$ cat config.mk
export PLATFORM = sky130hd
export DESIGN_NAME = first_syn_source_filter_core
export DESIGN_NICKNAME = d
export VERILOG_FILES = /design/src/sv/fssf_pkg.sv /design/src/sv/fssf_cell.sv /design/src/sv/first_syn_source_filter_core.sv
export SDC_FILE = /design/constraint.sdc
export NUM_CORES = 2
export LEC_CHECK = 0
export BUFFER_PORTS_ARGS = -buffer_cell sky130_fd_sc_hd__buf_2
export CORE_MARGIN = 1.5
export CORE_UTILIZATION = 30
export CTS_CLUSTER_DIAMETER = 120
export CTS_CLUSTER_SIZE = 12
export DETAILED_ROUTE_END_ITERATION = 16
export PLACE_DENSITY = 0.44
export SLEW_MARGIN = 0
export SYNTH_ARGS = -nofsm -noshare
export SYNTH_HDL_FRONTEND = slang
export SYNTH_SLANG_ARGS = --single-unit
$ cat constraint.sdc
create_clock -name clk -period 9.02 [get_ports clk]
set_input_delay 0.902 -clock clk [delete_from_list [all_inputs] [get_ports clk]]
set_output_delay 0.902 -clock clk [all_outputs]
set_load 0.005 [all_outputs]
$ cat src/sv/fssf_pkg.sv
// ----------------------------------------------------------------------------
// fssf_pkg
// Types and codes shared by the first-SYN source filter core and its cells.
// ----------------------------------------------------------------------------
package fssf_pkg;

    localparam logic [3:0] IPV4_VERSION = 4'd4;
    localparam logic [7:0] PROTO_TCP    = 8'd6;

    // Result status codes
    localparam logic [2:0] ST_NOT_TCP = 3'd0;
    localparam logic [2:0] ST_NOT_SYN = 3'd1;
    localparam logic [2:0] ST_SEEN    = 3'd2;
    localparam logic [2:0] ST_NEW     = 3'd3;
    localparam logic [2:0] ST_FULL    = 3'd4;

    localparam int SLOT_W = 5;

    // Source pair used as the lookup key
    typedef struct packed {
        logic [31:0] addr;
        logic [15:0] port;
    } key_t;

    // Search token control bits handed from cell to cell
    typedef struct packed {
        logic active;
        logic found;
        logic have_free;
    } tok_t;

endpackage

$ cat src/sv/fssf_cell.sv
// ----------------------------------------------------------------------------
// fssf_cell
// One table slot: holds a source pair, checks the passing search token
// against it and hands the updated token to the next cell.
// ----------------------------------------------------------------------------
module fssf_cell #(
    parameter int IDX_W    = 5,
    parameter int CELL_IDX = 0
) (
    input  logic                clk,
    input  logic                rst_n,
    input  fssf_pkg::tok_t      in_ctl,
    input  fssf_pkg::key_t      in_key,
    input  logic [IDX_W-1:0]    in_found_idx,
    input  logic [IDX_W-1:0]    in_free_idx,
    output fssf_pkg::tok_t      out_ctl,
    output fssf_pkg::key_t      out_key,
    output logic [IDX_W-1:0]    out_found_idx,
    output logic [IDX_W-1:0]    out_free_idx,
    input  logic                wr_en,
    input  logic [IDX_W-1:0]    wr_idx,
    input  fssf_pkg::key_t      wr_key
);
    import fssf_pkg::*;

    localparam logic [IDX_W-1:0] MY_IDX = IDX_W'(CELL_IDX);

    logic          valid_reg;
    key_t          entry_reg;
    tok_t          ctl_reg;
    tok_t          ctl_next;
    key_t          key_reg;
    logic [IDX_W-1:0] found_idx_reg;
    logic [IDX_W-1:0] found_idx_next;
    logic [IDX_W-1:0] free_idx_reg;
    logic [IDX_W-1:0] free_idx_next;
    logic          hit;
    logic          is_free;
    logic          wr_here;

    // Compare the token against this slot; keep the lowest match and free slot
    always_comb
    begin
        hit               = valid_reg && (entry_reg == in_key);
        is_free           = !valid_reg;
        ctl_next.active   = in_ctl.active;
        ctl_next.found    = in_ctl.found || hit;
        ctl_next.have_free = in_ctl.have_free || is_free;
        found_idx_next    = in_ctl.found ? in_found_idx : MY_IDX;
        free_idx_next     = in_ctl.have_free ? in_free_idx : MY_IDX;
        wr_here           = wr_en && (wr_idx == MY_IDX);
    end

    // Advance the token one cell
    always_ff @(posedge clk or negedge rst_n)
    begin
        if (!rst_n)
        begin
            ctl_reg <= '0;
        end
        else
        begin
            ctl_reg <= ctl_next;
        end
    end

    always_ff @(posedge clk)
    begin
        key_reg       <= in_key;
        found_idx_reg <= found_idx_next;
        free_idx_reg  <= free_idx_next;
    end

    // Store a new pair into this slot
    always_ff @(posedge clk or negedge rst_n)
    begin
        if (!rst_n)
        begin
            valid_reg <= 1'b0;
        end
        else if (wr_here)
        begin
            valid_reg <= 1'b1;
        end
    end

    always_ff @(posedge clk)
    begin
        if (wr_here)
        begin
            entry_reg <= wr_key;
        end
    end

    assign out_ctl       = ctl_reg;
    assign out_key       = key_reg;
    assign out_found_idx = found_idx_reg;
    assign out_free_idx  = free_idx_reg;

endmodule

$ cat src/sv/first_syn_source_filter_core.sv
// ----------------------------------------------------------------------------
// first_syn_source_filter_core
// Reports whether a pure TCP SYN comes from a source pair not seen before,
// storing new pairs into the lowest free table slot.
// ----------------------------------------------------------------------------
// The table is a row of TABLE_ENTRIES cells, one slot each. A pure IPv4 TCP
// SYN sends a search token down the row, one cell per cycle, collecting the
// first matching slot and the lowest free slot; the pair is written when the
// token leaves the last cell. One request is in work at a time: a pure SYN
// holds off the next acceptance until its token has walked the cell row and
// its result has moved into the output register, and any other header holds
// it off until its result has moved there. The result sits in an output
// register, so a new request is taken while an earlier result waits. Valid
// marks clear at reset; no clearing pass is needed.
module first_syn_source_filter_core #(
    parameter int TABLE_ENTRIES = 32
) (
    input  logic        clk,
    input  logic        rst_n,
    input  logic        s_tvalid,
    output logic        s_tready,
    // ip_version[3:0], ip_protocol[11:4], tcp_header_ok[12], syn_flag[13],
    // ack_flag[14], source_address[46:15], source_port[62:47], zero[63]
    input  logic [63:0] s_tdata,
    output logic        m_tvalid,
    input  logic        m_tready,
    // new_connection[0], status[3:1], slot[8:4], zero[15:9]
    output logic [15:0] m_tdata
);
    import fssf_pkg::*;

    localparam int IDX_W = (TABLE_ENTRIES > 1) ? $clog2(TABLE_ENTRIES) : 1;

    typedef struct packed {
        logic             new_connection;
        logic [2:0]       status;
        logic [SLOT_W-1:0] slot;
    } res_t;

    tok_t             ctl_w [TABLE_ENTRIES+1];
    key_t             key_w [TABLE_ENTRIES+1];
    logic [IDX_W-1:0] fidx_w [TABLE_ENTRIES+1];
    logic [IDX_W-1:0] free_w [TABLE_ENTRIES+1];

    tok_t  head_ctl_reg;
    tok_t  head_ctl_next;
    key_t  head_key_reg;
    logic  busy_reg;
    logic  busy_next;
    logic  pend_valid_reg;
    logic  pend_valid_next;
    res_t  pend_reg;
    res_t  pend_next;
    logic  out_valid_reg;
    logic  out_valid_next;
    res_t  out_reg;

    logic  accept;
    logic  is_tcp;
    logic  is_syn;
    key_t  in_key;
    tok_t  tail;
    res_t  tail_res;
    logic  out_load;
    logic  wr_en;
    logic [IDX_W+SLOT_W-1:0] slot_ext;

    // Decode the request
    always_comb
    begin
        accept      = s_tvalid && s_tready;
        is_tcp      = (s_tdata[3:0] == IPV4_VERSION) && (s_tdata[11:4] == PROTO_TCP) &&
                      s_tdata[12];
        is_syn      = s_tdata[13] && !s_tdata[14];
        in_key.addr = s_tdata[46:15];
        in_key.port = s_tdata[62:47];
    end

    // Launch the search token
    always_comb
    begin
        head_ctl_next           = '0;
        head_ctl_next.active    = accept && is_tcp && is_syn;
    end

    always_ff @(posedge clk or negedge rst_n)
    begin
        if (!rst_n)
        begin
            head_ctl_reg <= '0;
        end
        else
        begin
            head_ctl_reg <= head_ctl_next;
        end
    end

    always_ff @(posedge clk)
    begin
        if (accept)
        begin
            head_key_reg <= in_key;
        end
    end

    assign ctl_w[0]  = head_ctl_reg;
    assign key_w[0]  = head_key_reg;
    assign fidx_w[0] = '0;
    assign free_w[0] = '0;

    // Row of table cells
    for (genvar i = 0; i < TABLE_ENTRIES; i++)
    begin : g_cell
        fssf_cell #(
            .IDX_W    (IDX_W),
            .CELL_IDX (i)
        ) u_cell (
            .clk           (clk),
            .rst_n         (rst_n),
            .in_ctl        (ctl_w[i]),
            .in_key        (key_w[i]),
            .in_found_idx  (fidx_w[i]),
            .in_free_idx   (free_w[i]),
            .out_ctl       (ctl_w[i+1]),
            .out_key       (key_w[i+1]),
            .out_found_idx (fidx_w[i+1]),
            .out_free_idx  (free_w[i+1]),
            .wr_en         (wr_en),
            .wr_idx        (free_w[TABLE_ENTRIES]),
            .wr_key        (key_w[TABLE_ENTRIES])
        );
    end

    // Resolve the token leaving the last cell
    always_comb
    begin
        tail     = ctl_w[TABLE_ENTRIES];
        wr_en    = tail.active && !tail.found && tail.have_free;
        tail_res = '0;
        slot_ext = '0;
        if (tail.found)
        begin
            slot_ext        = {{SLOT_W{1'b0}}, fidx_w[TABLE_ENTRIES]};
            tail_res.status = ST_SEEN;
            tail_res.slot   = slot_ext[SLOT_W-1:0];
        end
        else if (tail.have_free)
        begin
            slot_ext                = {{SLOT_W{1'b0}}, free_w[TABLE_ENTRIES]};
            tail_res.new_connection = 1'b1;
            tail_res.status         = ST_NEW;
            tail_res.slot           = slot_ext[SLOT_W-1:0];
        end
        else
        begin
            tail_res.status = ST_FULL;
        end
    end

    // Track the request in work and the pending result
    always_comb
    begin
        out_load        = pend_valid_reg && (!out_valid_reg || m_tready);
        busy_next       = busy_reg;
        pend_valid_next = pend_valid_reg;
        pend_next       = pend_reg;
        if (accept && !is_tcp)
        begin
            pend_valid_next = 1'b1;
            pend_next       = '{new_connection: 1'b0, status: ST_NOT_TCP, slot: '0};
        end
        else if (accept && !is_syn)
        begin
            pend_valid_next = 1'b1;
            pend_next       = '{new_connection: 1'b0, status: ST_NOT_SYN, slot: '0};
        end
        else if (accept)
        begin
            busy_next = 1'b1;
        end
        else if (tail.active)
        begin
            busy_next       = 1'b0;
            pend_valid_next = 1'b1;
            pend_next       = tail_res;
        end
        else if (out_load)
        begin
            pend_valid_next = 1'b0;
        end

        out_valid_next = out_valid_reg;
        if (out_load)
        begin
            out_valid_next = 1'b1;
        end
        else if (m_tready)
        begin
            out_valid_next = 1'b0;
        end
    end

    always_ff @(posedge clk or negedge rst_n)
    begin
        if (!rst_n)
        begin
            busy_reg       <= 1'b0;
            pend_valid_reg <= 1'b0;
            out_valid_reg  <= 1'b0;
        end
        else
        begin
            busy_reg       <= busy_next;
            pend_valid_reg <= pend_valid_next;
            out_valid_reg  <= out_valid_next;
        end
    end

    always_ff @(posedge clk)
    begin
        pend_reg <= pend_next;
        if (out_load)
        begin
            out_reg <= pend_reg;
        end
    end

    assign s_tready = !busy_reg && !pend_valid_reg;
    assign m_tvalid = out_valid_reg;
    assign m_tdata  = {7'd0, out_reg.slot, out_reg.status, out_reg.new_connection};

endmodule

==> reports/qor.yml <==
status: "finished, final reports clean"
post-cts-setup-buffers: 0
die_x_um: 600.0
switching_share_pct: 22.69
clock_latency_ns: 0.93
worst_pin_slew_ns: 1.187
share_comb_of_total_power_pct: 2.9
reg2regPathDepth: 6
slew_violations: 0
holdPathStages: 1
grt_overflow_total: 0
min_to: "head_key_reg[43]$_DFFE_PP_"
fin_cells: 11700
clock_skew_ns: 0.04101
cts.path.max_buffers: 4
intPower_w: 0.02466
place.gp.congestion: 0.8041
numCtsBuffers: 332
dieArea_um2: 360000
grt_max_degree: 50
via_count: 50590
yosysSeqAreaShare_pct: 81.59
ys_warn_count: 0
critPathSlowestCell: "nand2_1"
ant_nets: 0
min_from: "s_tdata[42]"
clock_sinks: 3528
worst-r2r-setup-slack_ns: 5.09
coreArea_um2: 355400
synth_async_sr_flop_share_pct: 3.741
synth_top_family_by_area: "XOR/XNOR gates"
cap_violations: 0
worstPathArrival_ns: 4.46
rsz0062_at_grt: "false"
setup_viol: 0
portBuffers: 77
ys_ff_latch: 3528
route.final.wire_length_mm: 321.4
required_ns: 9.54
crit_buf_inv: 1
crit_path_frequent_cell: "nand2_1"
worst_slack_ns: 5.088
syn_inst: 6159
p_switching_w: 0.007236
drc: 0
viasPerCell: 4.325
htree_levels: 5
wl_per_cell_um: 27.48
start_util_pct: 30.08
path_clk_slew_ns: 0.06
synth_compound_area_share_pct: 1.260
r2r-start: "g_cell[31].u_cell.out_ctl[1]$_DFF_PN0_"
synth_area_um2: 106900
yosys_most_used_dff: "dfxtp_1"
synth_fa_ha_area_share_pct: 0
fin_setup_tns_ns: 0
hold_viol: 0
seqPwrFrac_pct: 56.4
synth_area_per_cell_um2: 17.36
hpwlAfterDp_mm: 213.1
pre_cts_ws_ns: 5.203
power_frac_clock_pct: 40.6
synth.mux.area_fraction_pct: 0
synth_xor_area_share_pct: 11.68
power_density_nw_per_um2: 257.3
layout-drive-gt1-share_pct: 9.088
fin_crit_ns: 3.932
grt_pass1_vias: 51180
vdd_ir_drop_max_mv: 0.1634
hold_path.class: "in -> reg"
p_leak_nw: 43.12
worstSetupStartpointType: "register"
synthSimpleGateAreaFrac_pct: 4.954
critPathMaxFanout: 48
crit_family: "simple AND/OR/NAND/NOR gates"
grt_util_all_layers_pct: 17.69
fin_crit_sh_pct: 43.60
grt_pass1_wl_mm: 434.4
cts_tree: "built"
antenna_found_initial: 60
die_h_um: 600.0
cpPeakStageDelay_ns: 0.81
dr.first_iter.drc_count: 5296
root_buffer: "clkbuf_16"
netlist-cell-type-count: 51
fp-row-count: 219
synth_edf_count: 1593
first_pass_iters: 5
path_cells: "nor2b_1 > nand2_1 > nor2_1 > nand2_1 > nor2_4 > buf_4"
synthToLayoutAreaGrowth_pct: 15.92
fmax_mhz: 254.3
endpoint_kind: "register"
ios: 86
worstReg2RegEnd: "g_cell[9].u_cell.entry_reg[28]$_DFFE_PP_"
setup.worst_path.class: "reg -> reg"
whs_ns: 0.1554
dp_cells: 11070
nets: 6719
slew_headroom_pct: 20.90
cells in the mapped netlist (6+ instances only):
cell type  number  area [µm²]
nand2_1        26       97.59
nor2b_1         9       56.30
o221ai_1        7       61.31
o21ai_0        19       95.09
nand3_1        18       90.09
a2111oi_0       8       70.07
nand4_1       250        1564
inv_1         127       476.7
a222oi_1        8       80.08
and2_1         99       619.3
dfxtp_1      1803       36090
a41o_1         10       100.1
or2_2          17       106.4
dfrtp_1       132        3303
nor4_1        180        1126
nand2b_1      181        1132
nor2_1         58       217.7
xor2_1        577        5054
o22ai_1        34       212.7
edfxtp_1     1593       47840
or4_1           6       45.04
buf_4           7       52.55
o21bai_1       25       187.7
xnor2_1       849        7436
o2bb2ai_1      10       87.58
nor3_1         31       155.2
a221oi_1       16       140.1
a21oi_1        16       80.08
cells in the final DEF, fill, tap and decap left out, drive strengths merged, types with 4 or more instances in the layout:
| cell | count |
|---|---|
| a2111oi | 9 |
| a21oi | 16 |
| a221o | 4 |
| a221oi | 16 |
| a222oi | 8 |
| a22oi | 4 |
| a31o | 4 |
| a41o | 10 |
| and2 | 99 |
| buf | 162 |
| clkbuf | 579 |
| clkinv | 9 |
| conb | 7 |
| dfrtp | 132 |
| dfxtp | 1803 |
| diode | 25 |
| edfxtp | 1593 |
| inv | 144 |
| nand2 | 26 |
| nand2b | 181 |
| nand3 | 18 |
| nand4 | 250 |
| nor2 | 58 |
| nor2b | 9 |
| nor3 | 31 |
| nor4 | 180 |
| o21ai | 19 |
| o21bai | 25 |
| o221ai | 7 |
| o22ai | 34 |
| o2bb2ai | 10 |
| or2 | 17 |
| or4 | 6 |
| xnor2 | 849 |
| xor2 | 577 |
kinds of logic after synthesis:
| logic type | count (synthesis) |
|---|---|
| and+or+nand+nor | 885 |
| AOI/OAI and AO/OA | 180 |
| DFF | 3528 |
| xor gates and xnor gates | 1426 |
| buffers and inverters | 139 |
| other | 1 |
worst register-to-register path: stages (launching register included):
cell and delay, ns:
dfrtp_1 0.45, nor2b_1 0.55, nand2_1 0.11, nor2_1 0.73
nand2_1 0.82, nor2_4 0.28, buf_4 0.55
stage by stage:
step	total power, W	instance area [µm²]	utilization, %
2_1_floorplan	0.01838	106900	-
5_1_grt	0.03294	123900	34.86
4_1_cts	0.03227	123900	34.86
6_report	0.03189	123900	34.88
3_3_place_gp	0.01933	114200	32.13
3_5_place_dp	0.01932	114200	32.13
repair_timing:
action,CTS,global route
resized for setup,0,0
hold endpoints to repair,46,0
hold buffers,1,0
power groups by stage:
stage	Sequential, W	Clock (W)	Combinational, W
after global routing	0.0180	0.0139	0.000996
after detailed placement	0.0184	0	0.000953
after global placement	0.0184	0	0.000954
after CTS	0.0180	0.0133	0.000960
final	0.0180	0.0130	0.000935
after floorplan	0.0180	0	0.000415
worst max path at each step:
stage | startpoint | end | slack, ns | cells past startpoint
2_1_floorplan | g_cell[31].u_cell.out_ctl[1]$_DFF_PN0_ | g_cell[13].u_cell.entry_reg[0]$_DFFE_PP_ | 5.35 | 6
4_1_cts | g_cell[31].u_cell.out_ctl[1]$_DFF_PN0_ | g_cell[11].u_cell.entry_reg[22]$_DFFE_PP_ | 5.15 | 6
6_report | g_cell[31].u_cell.out_ctl[1]$_DFF_PN0_ | g_cell[9].u_cell.entry_reg[28]$_DFFE_PP_ | 5.09 | 6
5_1_grt | g_cell[31].u_cell.out_ctl[1]$_DFF_PN0_ | g_cell[9].u_cell.entry_reg[28]$_DFFE_PP_ | 5.00 | 6
3_3_place_gp | g_cell[31].u_cell.out_ctl[1]$_DFF_PN0_ | g_cell[1].u_cell.entry_reg[15]$_DFFE_PP_ | 5.21 | 6
3_5_place_dp | g_cell[31].u_cell.out_ctl[1]$_DFF_PN0_ | g_cell[1].u_cell.entry_reg[12]$_DFFE_PP_ | 5.20 | 6
layer usage:
| layer | part of all wire (%) | GRT usage [%] | vias to the layer above |
|---|---|---|---|
| met5 | 0 | 0 | - |
| met3 | 5.0 | 1.956 | 381 |
| met2 | 50 | 31.06 | 1529 |
| met4 | 2.1 | 4.044 | 0 |
| met1 | 43 | 23.35 | 25990 |
| li1 | - | - | 22700 |
layout make-up:
class                           count  area, µm²
Fill cell                       33840     231400
Sequential cell                  3528      87330
Multi-Input combinational cell   2498      19400
Clock buffer                      578       9316
Tap cell                         4751       5944
Timing Repair Buffer              164       1050
Inverter                          127      476.7
Clock inverter                     26      365.4
Antenna cell                       25      62.56
(Power assumes the default switching activity.)
